===== src/hw/rtl/scce_pkg.sv =====
// Shared types and constants for the SPI-driven CAN controller command engine.
// Depends on nothing; every other RTL file imports it.
`default_nettype none
package scce_pkg;

  localparam int BUF_BYTES   = 13;
  localparam int MAX_PAYLOAD = 8;
  localparam int REG_DEPTH   = 128;
  localparam logic [7:0] TX_DONE_REG = 8'h30;
  localparam int EXT_BIT     = 3;

  // Command codes seen on the SPI byte stream.
  localparam logic [7:0] CMD_WRITE   = 8'h02;
  localparam logic [7:0] CMD_READ    = 8'h03;
  localparam logic [7:0] CMD_BITMOD  = 8'h05;
  localparam logic [7:0] CMD_LOAD0   = 8'h40;
  localparam logic [7:0] CMD_LOAD1   = 8'h42;
  localparam logic [7:0] CMD_LOAD2   = 8'h44;
  localparam logic [7:0] CMD_SEND0   = 8'h81;
  localparam logic [7:0] CMD_SEND1   = 8'h82;
  localparam logic [7:0] CMD_SEND2   = 8'h84;
  localparam logic [7:0] CMD_SENDALL = 8'h87;
  localparam logic [7:0] CMD_RXREAD0 = 8'h90;
  localparam logic [7:0] CMD_RXREAD1 = 8'h94;
  localparam logic [7:0] CMD_STATUS  = 8'hA0;
  localparam logic [7:0] CMD_ABORT   = 8'hC0;

  typedef enum logic [3:0] {
    MODE_IDLE    = 4'd0,
    MODE_READ    = 4'd1,
    MODE_WRITE   = 4'd2,
    MODE_BITMOD  = 4'd3,
    MODE_LOAD0   = 4'd4,
    MODE_LOAD1   = 4'd5,
    MODE_LOAD2   = 4'd6,
    MODE_SEND0   = 4'd7,
    MODE_SEND1   = 4'd8,
    MODE_SEND2   = 4'd9,
    MODE_SENDALL = 4'd10,
    MODE_RX0     = 4'd11,
    MODE_RX1     = 4'd12,
    MODE_STATUS  = 4'd13
  } mode_t;

  // One buffer image: 4 ID bytes, length, 8 payload bytes; byte k at [k].
  typedef logic [BUF_BYTES-1:0][7:0] buf_t;

  typedef struct packed {
    logic        kind;
    logic [7:0]  mosi_byte;
    logic [10:0] rx_ident;
    logic [3:0]  rx_count;
    logic [63:0] rx_bytes;
  } in_item_t;

  typedef struct packed {
    logic [7:0]  miso_byte;
    logic        frame_sent;
    logic [28:0] sent_ident;
    logic [3:0]  sent_count;
    logic [63:0] sent_bytes;
    logic        rx_dropped;
  } out_item_t;

  // Classified word handed from the front end to the execution side.
  typedef struct packed {
    logic       kind;
    logic [7:0] data;
    logic       cmd_hit;
    mode_t      cmd_mode;
    buf_t       rx_image;
  } cmd_t;

  function automatic logic [3:0] clamp_len(input logic [7:0] v);
    clamp_len = (v > 8'(MAX_PAYLOAD)) ? 4'(MAX_PAYLOAD) : v[3:0];
  endfunction

endpackage
`default_nettype wire


===== src/hw/rtl/scce_front.sv =====
// Front end: accepts input words, decodes command bytes and builds the
// receive-buffer image of incoming frames. Depends on scce_pkg.
`default_nettype none
module scce_front #(
  parameter int TX_BUFFERS = 3,
  parameter int RX_BUFFERS = 2
) (
  input  wire                 in_valid,
  input  scce_pkg::in_item_t  in_data,
  output logic                in_stall,
  input  wire                 q_full,
  output logic                push_valid,
  output scce_pkg::cmd_t      push_item
);
  import scce_pkg::*;

  logic [3:0] len;

  assign in_stall   = q_full;
  assign push_valid = in_valid && !q_full;

  always_comb begin
    push_item          = '0;
    push_item.kind     = in_data.kind;
    push_item.data     = in_data.mosi_byte;
    push_item.cmd_mode = MODE_IDLE;
    push_item.cmd_hit  = 1'b0;
    case (in_data.mosi_byte)
      CMD_WRITE: begin
        push_item.cmd_hit = 1'b1; push_item.cmd_mode = MODE_WRITE;
      end
      CMD_READ: begin
        push_item.cmd_hit = 1'b1; push_item.cmd_mode = MODE_READ;
      end
      CMD_BITMOD: begin
        push_item.cmd_hit = 1'b1; push_item.cmd_mode = MODE_BITMOD;
      end
      CMD_LOAD0: begin
        push_item.cmd_hit = 1'b1; push_item.cmd_mode = MODE_LOAD0;
      end
      CMD_LOAD1: begin
        push_item.cmd_hit = (TX_BUFFERS > 1); push_item.cmd_mode = MODE_LOAD1;
      end
      CMD_LOAD2: begin
        push_item.cmd_hit = (TX_BUFFERS > 2); push_item.cmd_mode = MODE_LOAD2;
      end
      CMD_SEND0: begin
        push_item.cmd_hit = 1'b1; push_item.cmd_mode = MODE_SEND0;
      end
      CMD_SEND1: begin
        push_item.cmd_hit = (TX_BUFFERS > 1); push_item.cmd_mode = MODE_SEND1;
      end
      CMD_SEND2: begin
        push_item.cmd_hit = (TX_BUFFERS > 2); push_item.cmd_mode = MODE_SEND2;
      end
      CMD_SENDALL: begin
        push_item.cmd_hit = 1'b1; push_item.cmd_mode = MODE_SENDALL;
      end
      CMD_RXREAD0: begin
        push_item.cmd_hit = 1'b1; push_item.cmd_mode = MODE_RX0;
      end
      CMD_RXREAD1: begin
        push_item.cmd_hit = (RX_BUFFERS > 1); push_item.cmd_mode = MODE_RX1;
      end
      CMD_STATUS: begin
        push_item.cmd_hit = 1'b1; push_item.cmd_mode = MODE_STATUS;
      end
      CMD_ABORT: begin
        push_item.cmd_hit = 1'b1; push_item.cmd_mode = MODE_IDLE;
      end
      default: begin
        push_item.cmd_hit = 1'b0;
      end
    endcase

    // Receive image: standard ID packed as SIDH/SIDL, length clamped.
    len = clamp_len({4'b0, in_data.rx_count});
    push_item.rx_image[0] = in_data.rx_ident[10:3];
    push_item.rx_image[1] = {in_data.rx_ident[2:0], 5'b0};
    push_item.rx_image[4] = {4'b0, len};
    for (int k = 0; k < MAX_PAYLOAD; k++) begin
      if (4'(k) < len) begin
        push_item.rx_image[5 + k] = in_data.rx_bytes[8*k +: 8];
      end
    end
  end

endmodule
`default_nettype wire


===== src/hw/rtl/scce_queue.sv =====
// Two-entry queue that decouples the front end from the execution side.
// Depends on scce_pkg.
`default_nettype none
module scce_queue (
  input  wire              clk,
  input  wire              rst_n,
  input  wire              push_valid,
  input  scce_pkg::cmd_t   push_item,
  output logic             q_full,
  input  wire              q_pop,
  output logic             q_valid,
  output scce_pkg::cmd_t   q_item
);
  import scce_pkg::*;

  cmd_t       entry_r [2];
  logic       wr_ptr_r, wr_ptr_nxt;
  logic       rd_ptr_r, rd_ptr_nxt;
  logic [1:0] cnt_r, cnt_nxt;

  assign q_full  = (cnt_r == 2'd2);
  assign q_valid = (cnt_r != 2'd0);
  assign q_item  = entry_r[rd_ptr_r];

  always_comb begin
    wr_ptr_nxt = wr_ptr_r ^ push_valid;
    rd_ptr_nxt = rd_ptr_r ^ q_pop;
    cnt_nxt    = cnt_r + 2'(push_valid) - 2'(q_pop);
  end

  always_ff @(posedge clk) begin
    if (!rst_n) begin
      wr_ptr_r <= 1'b0;
      rd_ptr_r <= 1'b0;
      cnt_r    <= 2'd0;
    end else begin
      wr_ptr_r <= wr_ptr_nxt;
      rd_ptr_r <= rd_ptr_nxt;
      cnt_r    <= cnt_nxt;
    end
  end

  always_ff @(posedge clk) begin
    if (push_valid) begin
      entry_r[wr_ptr_r] <= push_item;
    end
  end

endmodule
`default_nettype wire


===== src/hw/rtl/scce_back.sv =====
// Execution side: command state machine, register file, transmit and receive
// buffers, and the result register. Depends on scce_pkg.
`default_nettype none
module scce_back #(
  parameter int LAST_REGISTER = 113,
  parameter int TX_BUFFERS    = 3,
  parameter int RX_BUFFERS    = 2
) (
  input  wire                  clk,
  input  wire                  rst_n,
  input  wire                  q_valid,
  input  scce_pkg::cmd_t       q_item,
  output logic                 q_pop,
  output logic                 out_valid,
  input  wire                  out_stall,
  output scce_pkg::out_item_t  out_data
);
  import scce_pkg::*;

  localparam int TXW = (TX_BUFFERS > 1) ? $clog2(TX_BUFFERS) : 1;
  localparam int RXW = (RX_BUFFERS > 1) ? $clog2(RX_BUFFERS) : 1;

  mode_t       mode_r, mode_nxt;
  logic [7:0]  rp_r, rp_nxt;
  logic        rv_r, rv_nxt;
  logic [7:0]  wp_r, wp_nxt;
  logic        wv_r, wv_nxt;
  logic [1:0]  bp_r, bp_nxt;
  logic [7:0]  ba_r, ba_nxt;
  logic [7:0]  bm_r, bm_nxt;
  logic [1:0]  lph_r, lph_nxt;
  logic [3:0]  lp_r, lp_nxt;
  logic [3:0]  rxp_r, rxp_nxt;
  logic [1:0]  full_r, full_nxt;
  buf_t        txb_r [TX_BUFFERS];
  buf_t        txb_nxt [TX_BUFFERS];
  buf_t        rxb_r [RX_BUFFERS];
  buf_t        rxb_nxt [RX_BUFFERS];
  out_item_t   out_r, out_nxt;
  logic        out_valid_r;

  logic [7:0]  rf_mem [REG_DEPTH];
  logic [REG_DEPTH-1:0] rf_vld_r;
  logic [7:0]  rd_r;
  logic        we;
  logic [6:0]  waddr;
  logic [7:0]  wdata;
  logic [6:0]  raddr;

  function automatic logic reg_ok(input logic [7:0] a);
    reg_ok = (a <= 8'(LAST_REGISTER)) && !a[7];
  endfunction

  assign q_pop     = q_valid && (!out_valid_r || !out_stall);
  assign out_valid = out_valid_r;
  assign out_data  = out_r;

  always_comb begin
    logic       found;
    logic [1:0] bidx;
    logic [3:0] n;
    logic [3:0] inc;
    logic [10:0] id11;
    buf_t       p;
    logic [7:0] b;

    mode_nxt = mode_r;  rp_nxt = rp_r;  rv_nxt = rv_r;
    wp_nxt = wp_r;      wv_nxt = wv_r;  bp_nxt = bp_r;
    ba_nxt = ba_r;      bm_nxt = bm_r;  lph_nxt = lph_r;
    lp_nxt = lp_r;      rxp_nxt = rxp_r; full_nxt = full_r;
    txb_nxt = txb_r;    rxb_nxt = rxb_r;
    out_nxt = '0;
    we = 1'b0;  waddr = '0;  wdata = '0;
    found = 1'b0;  bidx = '0;  n = '0;  inc = '0;  id11 = '0;  p = '0;
    b = q_item.data;

    if (q_pop) begin
      if (q_item.kind) begin
        // Incoming frame: first empty receive buffer, or dropped.
        for (int i = 0; i < RX_BUFFERS; i++) begin
          if (!found && !full_r[i]) begin
            rxb_nxt[i]  = q_item.rx_image;
            full_nxt[i] = 1'b1;
            found       = 1'b1;
          end
        end
        out_nxt.rx_dropped = !found;
      end else begin
        case (mode_r)
          MODE_IDLE: begin
            if (q_item.cmd_hit) mode_nxt = q_item.cmd_mode;
          end
          MODE_READ: begin
            if (!rv_r) begin
              rp_nxt = b;
              rv_nxt = 1'b1;
            end else if (b != 8'd0) begin
              rv_nxt = 1'b0;
              if (q_item.cmd_hit) mode_nxt = q_item.cmd_mode;
            end else begin
              out_nxt.miso_byte = reg_ok(rp_r) ? rd_r : 8'd0;
              rp_nxt = rp_r + 8'd1;
            end
          end
          MODE_WRITE: begin
            if (!wv_r) begin
              wp_nxt = b;
              wv_nxt = 1'b1;
            end else begin
              we       = reg_ok(wp_r);
              waddr    = wp_r[6:0];
              wdata    = b;
              wv_nxt   = 1'b0;
              mode_nxt = MODE_IDLE;
            end
          end
          MODE_BITMOD: begin
            if (bp_r == 2'd0) begin
              ba_nxt = b;
              bp_nxt = 2'd1;
            end else if (bp_r == 2'd1) begin
              bm_nxt = b;
              bp_nxt = 2'd2;
            end else begin
              we       = reg_ok(ba_r);
              waddr    = ba_r[6:0];
              wdata    = (rd_r & ~bm_r) | (b & bm_r);
              bp_nxt   = 2'd0;
              mode_nxt = MODE_IDLE;
            end
          end
          MODE_LOAD0, MODE_LOAD1, MODE_LOAD2: begin
            bidx = (mode_r == MODE_LOAD0) ? 2'd0 : (mode_r == MODE_LOAD1) ? 2'd1 : 2'd2;
            if (32'(bidx) < TX_BUFFERS) begin
              inc = lp_r + 4'd1;
              if (lph_r == 2'd0) begin
                txb_nxt[bidx[TXW-1:0]][{2'b0, lp_r[1:0]}] = b;
                lp_nxt = inc;
                if (inc >= 4'd4) begin
                  lp_nxt  = 4'd0;
                  lph_nxt = 2'd1;
                end
              end else if (lph_r == 2'd1) begin
                n = clamp_len(b);
                txb_nxt[bidx[TXW-1:0]][4] = {4'b0, n};
                lp_nxt = 4'd0;
                if (n == 4'd0) begin
                  lph_nxt  = 2'd0;
                  mode_nxt = MODE_IDLE;
                end else begin
                  lph_nxt = 2'd2;
                end
              end else begin
                if (lp_r < 4'(MAX_PAYLOAD)) begin
                  txb_nxt[bidx[TXW-1:0]][4'd5 + lp_r] = b;
                end
                lp_nxt = inc;
                if ({4'b0, inc} >= txb_r[bidx[TXW-1:0]][4] || inc >= 4'(MAX_PAYLOAD)) begin
                  lp_nxt   = 4'd0;
                  lph_nxt  = 2'd0;
                  mode_nxt = MODE_IDLE;
                end
              end
            end else begin
              mode_nxt = MODE_IDLE;
            end
          end
          MODE_SEND0, MODE_SEND1, MODE_SEND2, MODE_SENDALL: begin
            bidx = (mode_r == MODE_SEND1) ? 2'd1 : (mode_r == MODE_SEND2) ? 2'd2 : 2'd0;
            if (32'(bidx) < TX_BUFFERS) begin
              p    = txb_r[bidx[TXW-1:0]];
              id11 = {p[0], p[1][7:5]};
              n    = clamp_len(p[4]);
              out_nxt.frame_sent = 1'b1;
              out_nxt.sent_ident = p[1][EXT_BIT] ? {id11, p[1][1:0], p[2], p[3]}
                                                 : {18'b0, id11};
              out_nxt.sent_count = n;
              for (int k = 0; k < MAX_PAYLOAD; k++) begin
                if (4'(k) < n) out_nxt.sent_bytes[8*k +: 8] = p[5 + k];
              end
              we       = 1'b1;
              waddr    = TX_DONE_REG[6:0];
              wdata    = 8'd0;
              rv_nxt   = 1'b0;
              mode_nxt = MODE_READ;
            end else begin
              mode_nxt = MODE_IDLE;
            end
          end
          MODE_RX0, MODE_RX1: begin
            bidx = (mode_r == MODE_RX0) ? 2'd0 : 2'd1;
            if (32'(bidx) < RX_BUFFERS) begin
              p   = rxb_r[bidx[RXW-1:0]];
              n   = clamp_len(p[4]);
              inc = rxp_r + 4'd1;
              if (rxp_r < 4'(BUF_BYTES)) out_nxt.miso_byte = p[rxp_r];
              rxp_nxt = inc;
              if ({1'b0, inc} > ({1'b0, n} + 5'd4) || inc >= 4'(BUF_BYTES)) begin
                rxp_nxt        = 4'd0;
                mode_nxt       = MODE_IDLE;
                full_nxt[bidx[0]] = 1'b0;
              end
            end else begin
              mode_nxt = MODE_IDLE;
            end
          end
          MODE_STATUS: begin
            out_nxt.miso_byte = {6'b0, full_r};
            mode_nxt = MODE_IDLE;
          end
          default: begin
            mode_nxt = MODE_IDLE;
          end
        endcase
      end
    end

    // Prefetch the register the next read or bit modify will need.
    raddr = (mode_nxt == MODE_BITMOD) ? ba_nxt[6:0] : rp_nxt[6:0];
  end

  always_ff @(posedge clk) begin
    if (!rst_n) begin
      mode_r <= MODE_IDLE;
      rp_r <= '0;  rv_r <= 1'b0;  wp_r <= '0;  wv_r <= 1'b0;
      bp_r <= '0;  ba_r <= '0;    bm_r <= '0;
      lph_r <= '0; lp_r <= '0;    rxp_r <= '0; full_r <= '0;
      for (int i = 0; i < TX_BUFFERS; i++) txb_r[i] <= '0;
      for (int i = 0; i < RX_BUFFERS; i++) rxb_r[i] <= '0;
      rf_vld_r    <= '0;
      out_valid_r <= 1'b0;
    end else begin
      mode_r <= mode_nxt;
      rp_r <= rp_nxt;  rv_r <= rv_nxt;  wp_r <= wp_nxt;  wv_r <= wv_nxt;
      bp_r <= bp_nxt;  ba_r <= ba_nxt;  bm_r <= bm_nxt;
      lph_r <= lph_nxt; lp_r <= lp_nxt; rxp_r <= rxp_nxt; full_r <= full_nxt;
      txb_r <= txb_nxt;
      rxb_r <= rxb_nxt;
      if (we) rf_vld_r[waddr] <= 1'b1;
      if (q_pop) begin
        out_valid_r <= 1'b1;
      end else if (!out_stall) begin
        out_valid_r <= 1'b0;
      end
    end
  end

  // Register file storage with a registered read and write-through bypass.
  always_ff @(posedge clk) begin
    if (we) rf_mem[waddr] <= wdata;
    if (we && waddr == raddr) begin
      rd_r <= wdata;
    end else begin
      rd_r <= rf_vld_r[raddr] ? rf_mem[raddr] : 8'd0;
    end
    if (q_pop) out_r <= out_nxt;
  end

endmodule
`default_nettype wire


===== src/hw/rtl/spi_can_controller_command_engine_core.sv =====
// A word accepted by the front end is written into the queue, then executed
// into the result register; a stalled result register keeps it queued.
// Throughput: one word per cycle while the result register is not stalled.
// Reset (rst_n low, synchronous) empties the queue and result register, returns
// the command engine to idle and clears all buffers and register-file valid bits.
`default_nettype none
module spi_can_controller_command_engine_core #(
  parameter int LAST_REGISTER = 113,
  parameter int TX_BUFFERS    = 3,
  parameter int RX_BUFFERS    = 2
) (
  input  wire                  clk,
  input  wire                  rst_n,
  input  wire                  in_valid,
  output logic                 in_stall,
  input  scce_pkg::in_item_t   in_data,
  output logic                 out_valid,
  input  wire                  out_stall,
  output scce_pkg::out_item_t  out_data
);
  import scce_pkg::*;

  // The front end only classifies; it stalls solely when the queue is full.
  logic  q_full;
  logic  push_valid;
  cmd_t  push_item;
  logic  q_valid;
  logic  q_pop;
  cmd_t  q_item;

  scce_front #(
    .TX_BUFFERS(TX_BUFFERS),
    .RX_BUFFERS(RX_BUFFERS)
  ) u_front (
    .in_valid   (in_valid),
    .in_data    (in_data),
    .in_stall   (in_stall),
    .q_full     (q_full),
    .push_valid (push_valid),
    .push_item  (push_item)
  );

  // The queue lets the back end hold while the result register is stalled.
  scce_queue u_queue (
    .clk        (clk),
    .rst_n      (rst_n),
    .push_valid (push_valid),
    .push_item  (push_item),
    .q_full     (q_full),
    .q_pop      (q_pop),
    .q_valid    (q_valid),
    .q_item     (q_item)
  );

  // The back end executes one word per cycle whenever its result slot frees.
  scce_back #(
    .LAST_REGISTER(LAST_REGISTER),
    .TX_BUFFERS   (TX_BUFFERS),
    .RX_BUFFERS   (RX_BUFFERS)
  ) u_back (
    .clk       (clk),
    .rst_n     (rst_n),
    .q_valid   (q_valid),
    .q_item    (q_item),
    .q_pop     (q_pop),
    .out_valid (out_valid),
    .out_stall (out_stall),
    .out_data  (out_data)
  );

  // An accepted word is in the queue on the next cycle.
  a_accept_queued: assert property (@(posedge clk) disable iff (!rst_n)
    (in_valid && !in_stall) |=> q_valid)
    else $error("accepted word did not reach the queue");

  // Executing a word always produces a result on the next cycle.
  a_pop_result: assert property (@(posedge clk) disable iff (!rst_n)
    q_pop |=> out_valid)
    else $error("executed word produced no result");

  // Nothing executes while a stalled result still waits.
  a_no_overrun: assert property (@(posedge clk) disable iff (!rst_n)
    (out_valid && out_stall) |-> !q_pop)
    else $error("result register overwritten while stalled");

endmodule
`default_nettype wire

===== config.mk =====
export PLATFORM = sky130hd
export DESIGN_NAME = spi_can_controller_command_engine_core
export DESIGN_NICKNAME = d
export VERILOG_FILES = /design/src/hw/rtl/scce_pkg.sv /design/src/hw/rtl/scce_front.sv /design/src/hw/rtl/scce_queue.sv /design/src/hw/rtl/scce_back.sv /design/src/hw/rtl/spi_can_controller_command_engine_core.sv
export SDC_FILE = /design/constraint.sdc
export NUM_CORES = 2
export LEC_CHECK = 0
export BUFFER_PORTS_ARGS = -buffer_cell sky130_fd_sc_hd__buf_2
export CORE_MARGIN = 1
export CORE_UTILIZATION = 40
export CTS_BUF_LIST = sky130_fd_sc_hd__clkbuf_8
export DETAILED_ROUTE_END_ITERATION = 12
export PLACE_DENSITY = 0.65
export SYNTH_ARGS = -nofsm -noshare
export SYNTH_HDL_FRONTEND = slang
export SYNTH_HIERARCHICAL = 1
export SYNTH_SLANG_ARGS = --single-unit

===== constraint.sdc =====
create_clock -name clk -period 10.18 [get_ports clk]
set_input_delay 0 -clock clk [delete_from_list [all_inputs] [get_ports clk]]
set_output_delay 0 -clock clk [all_outputs]
set_load 0.02 [all_outputs]

==> out/results.ini <==
[power]
p_per_area_mw_per_mm2=199.8
total_power_mw=19.47
peakVddDrop_mv=0.1446
p_leak_nw=32.88

[layout]
nNetsFinal=7859
area_delta_synth_final_pct=14.24
drive_gt1_frac=0.1365
fill_cells=19038
final_cell_mix=1367 x edfxtp_1, 1250 x nand2_1, 1019 x nor2_1
final_common_cell=edfxtp_1

[routing]
drtPass1Iterations=12
viasPerCell=5.561
first_iter_violations=7380
ant_nets=0
routed_wl_mm=244.2
vias=60249
routedWlPerCell_um=22.54
drc=52

[floorplanning]
core_mm2=0.2121
die_h_um=463.9
die_x_um=463.9
io_pins=201
start_util=0.4023
rows=169
die-area_mm2=0.2152

[critical_path]
rrSetupSlack_ns=1.28
crit_fanout=85
startpoint_type=register
cp-end-kind=register
regToRegEndpoint=u_back/rd_r[7]
r2r_start=u_back/mode_r[3]
critPathCapture=u_back/rd_r[7]
arrival_ns=9.83
ff2ff_path_depth=19
critical_path_class=reg -> reg
required_ns=11.11
crit_path_start=u_back/mode_r[3]

[run_status]
outcome=complete, but fails checks
violations=design-rule violations

[global_routing]
grt_pass1_vias=57179
antenna_found_initial=4
gr-total-overflow=0
grt_pass1_wl_mm=361.9
grt_usage=0.2200
grt_start_max_net_pins=251

[clock_tree]
post_cts_buffers=0
clk_pin_slew_ns=0.07
cts_root_buffer=clkbuf_8
clk_latency_ns=1.05
numCtsBuffers=354
cts_sinks=2075
cts_tree=done
ctsResizeCount=0
cts.htree.levels=5
hold_buffers=190
clock_path_buffers=4

[timing]
post-route-period-util=0.8742
fin_tns_setup_ns=0
skew_ns=0.1038
maxSlewHeadroom=0.06731
slew_violations=0
layout_min_cycle_time_ns=8.900
max_freq_ghz=0.1124
grt_setup_unrepaired=no
worst_slew_pin_slew_ns=1.394
hold_viol=0
setup_viol=0

[yosys]
synth_area_per_cell_um2=11.76
netlist_instances=7255
postSynth.asyncResetShare=0
syn-cell-area_mm2=0.08532
synth_cell_type_count=112
ys.warnings.count=6
ys_ff_latch=2075
ys_seq_area_frac=0.6472
synth-main-ff-cell=edfxtp_1
synth_edf_count=1367

[placement]
place_congestion=0.9544
place_hpwl_mm=150.1
io_buffers=200

[min_path]
whs_path_depth=4
hp-class=in -> reg

[job]
cap_violations=0

[cells by family after synthesis]
family                     synth area share
xor gates and xnor gates           0.001496
other                            0.00008802
adders and majority gates          0.003519
DFF                                  0.6472
buffers and inverters               0.03115
and+or+nand+nor                      0.1457
muxes                               0.09048
AOI/OAI and AO/OA                   0.08038
[cell type report]
cell class | count | area (µm²) | area share
clock inverter | 237 | 1154 | 0.01184
clock buffer | 388 | 5340 | 0.05479
tap | 2821 | 3530 | 0.03621
inverter | 31 | 126.4 | 0.001296
multi-input combinational | 4772 | 28180 | 0.2891
antenna | 2 | 5.005 | 0.00005135
sequential | 2075 | 55230 | 0.5666
timing repair buffer | 509 | 3906 | 0.04008
[stage by stage]
step	hold WS [ns]	instance area [µm²]	utilization	setup slack, ns	instances
floorplan	0.1217	85830	-	0.8583	7390
global placement	0.1913	89060	0.4199	1.432	10017
detailed placement	0.1936	89060	0.4199	1.433	10017
CTS	0.002448	97460	0.4595	1.360	10832
global route	0.1303	97470	0.4596	0.9086	10834
finish	0.1253	97470	0.4596	1.280	10835
[state kept, by name (all words and copies together) (netlist names), 2 cells and up, named ones only]
name	count
u_back/out_data	107
u_queue/entry_r	236
u_back/rp_r	8
u_back/bm_r	8
u_back/rd_r	8
u_back/rxp_r	4
u_back/rf_vld_r	128
u_back/wp_r	8
u_back/ba_r	8
u_back/bp_r	2
u_back/mode_r	4
u_queue/cnt_r	2
u_back/lp_r	4
u_back/full_r	2
u_back/rf_mem	1024
u_back/rxb_r	208
u_back/txb_r	306
u_back/lph_r	2
[Yosys cell counts (11+ instances only)]
| library cell | n | area, µm² |
|---|---|---|
| edfxtp_1 | 1367 | 41050 |
| nand2_1 | 1252 | 4700 |
| nor2_1 | 1026 | 3851 |
| dfxtp_1 | 708 | 14170 |
| a21oi_1 | 466 | 2332 |
| mux2i_1 | 379 | 3794 |
| clkbuf_1 | 296 | 1111 |
| nand3_1 | 202 | 1011 |
| a211oi_1 | 136 | 1021 |
| mux2_2 | 114 | 1284 |
| and3_1 | 111 | 694.4 |
| mux4_2 | 104 | 2342 |
| a31oi_1 | 96 | 600.6 |
| buf_2 | 93 | 465.5 |
| o21ai_0 | 84 | 420.4 |
| buf_4 | 80 | 600.6 |
| nor2b_1 | 70 | 437.9 |
| and2_1 | 47 | 294.0 |
| nand4_1 | 47 | 294.0 |
| nor3_1 | 38 | 190.2 |
| a311oi_1 | 36 | 315.3 |
| a22oi_1 | 26 | 195.2 |
| ha_1 | 24 | 300.3 |
| inv_1 | 24 | 90.09 |
| a221oi_1 | 21 | 183.9 |
| a32oi_1 | 20 | 175.2 |
| buf_1 | 20 | 75.07 |
| mux2_4 | 20 | 300.3 |
| buf_6 | 19 | 214.0 |
| o22ai_1 | 19 | 118.9 |
| nor4_1 | 17 | 106.4 |
| a2111oi_0 | 15 | 131.4 |
| o2111ai_1 | 13 | 113.9 |
| nand3b_1 | 12 | 90.09 |
| a22o_1 | 11 | 96.34 |
| or4_1 | 11 | 82.58 |
[per-layer routing]
metal | GRT usage | vias up | wire [µm]
li1 | - | 27031 | -
met1 | 0.2994 | 29542 | 100600
met2 | 0.3440 | 3112 | 111100
met3 | 0.04574 | 558 | 23170
met4 | 0.08527 | 6 | 9274
met5 | 0 | - | 36
[worst min path at each step]
stage	startpoint	end	slack [ns]
after CTS	in_data[84]	u_queue/entry_r[1][108]	0.002
after detailed placement	in_data[70]	u_queue/entry_r[0][15]	0.19
final	in_data[84]	u_queue/entry_r[1][108]	0.13
after floorplan	rst_n	register	0.12
after global placement	in_data[87]	u_queue/entry_r[1][117]	0.19
after global routing	in_data[67]	u_queue/entry_r[1][98]	0.13
[where the power goes]
part | switching [mW] | internal [mW] | total [mW] | leakage (nW)
sequential | 0.213 | 9.44 | 9.65 | 16.7
combinational | 1.96 | 0.903 | 2.86 | 12.3
clock | 3.31 | 3.65 | 6.96 | 3.86
[worst max-delay path, stage by stage, from the launching register on]
cell and delay (ns):
dfxtp_1 0.83, and4b_2 0.69, buf_4 0.55, mux2i_1 0.17, or2_2 0.30, ha_1 0.29, nor2b_1 0.13, o21ai_0 0.08
a221o_1 0.35, a31o_2 0.28, nand2_1 0.10, nand3_1 0.69, and3_1 0.56, nor2_4 0.71, buf_12 0.47, mux4_2 0.59
a2111oi_0 1.01, and4_1 0.39, a41oi_1 0.12, a41o_1 0.33
Power figures use the tool's default switching activity.
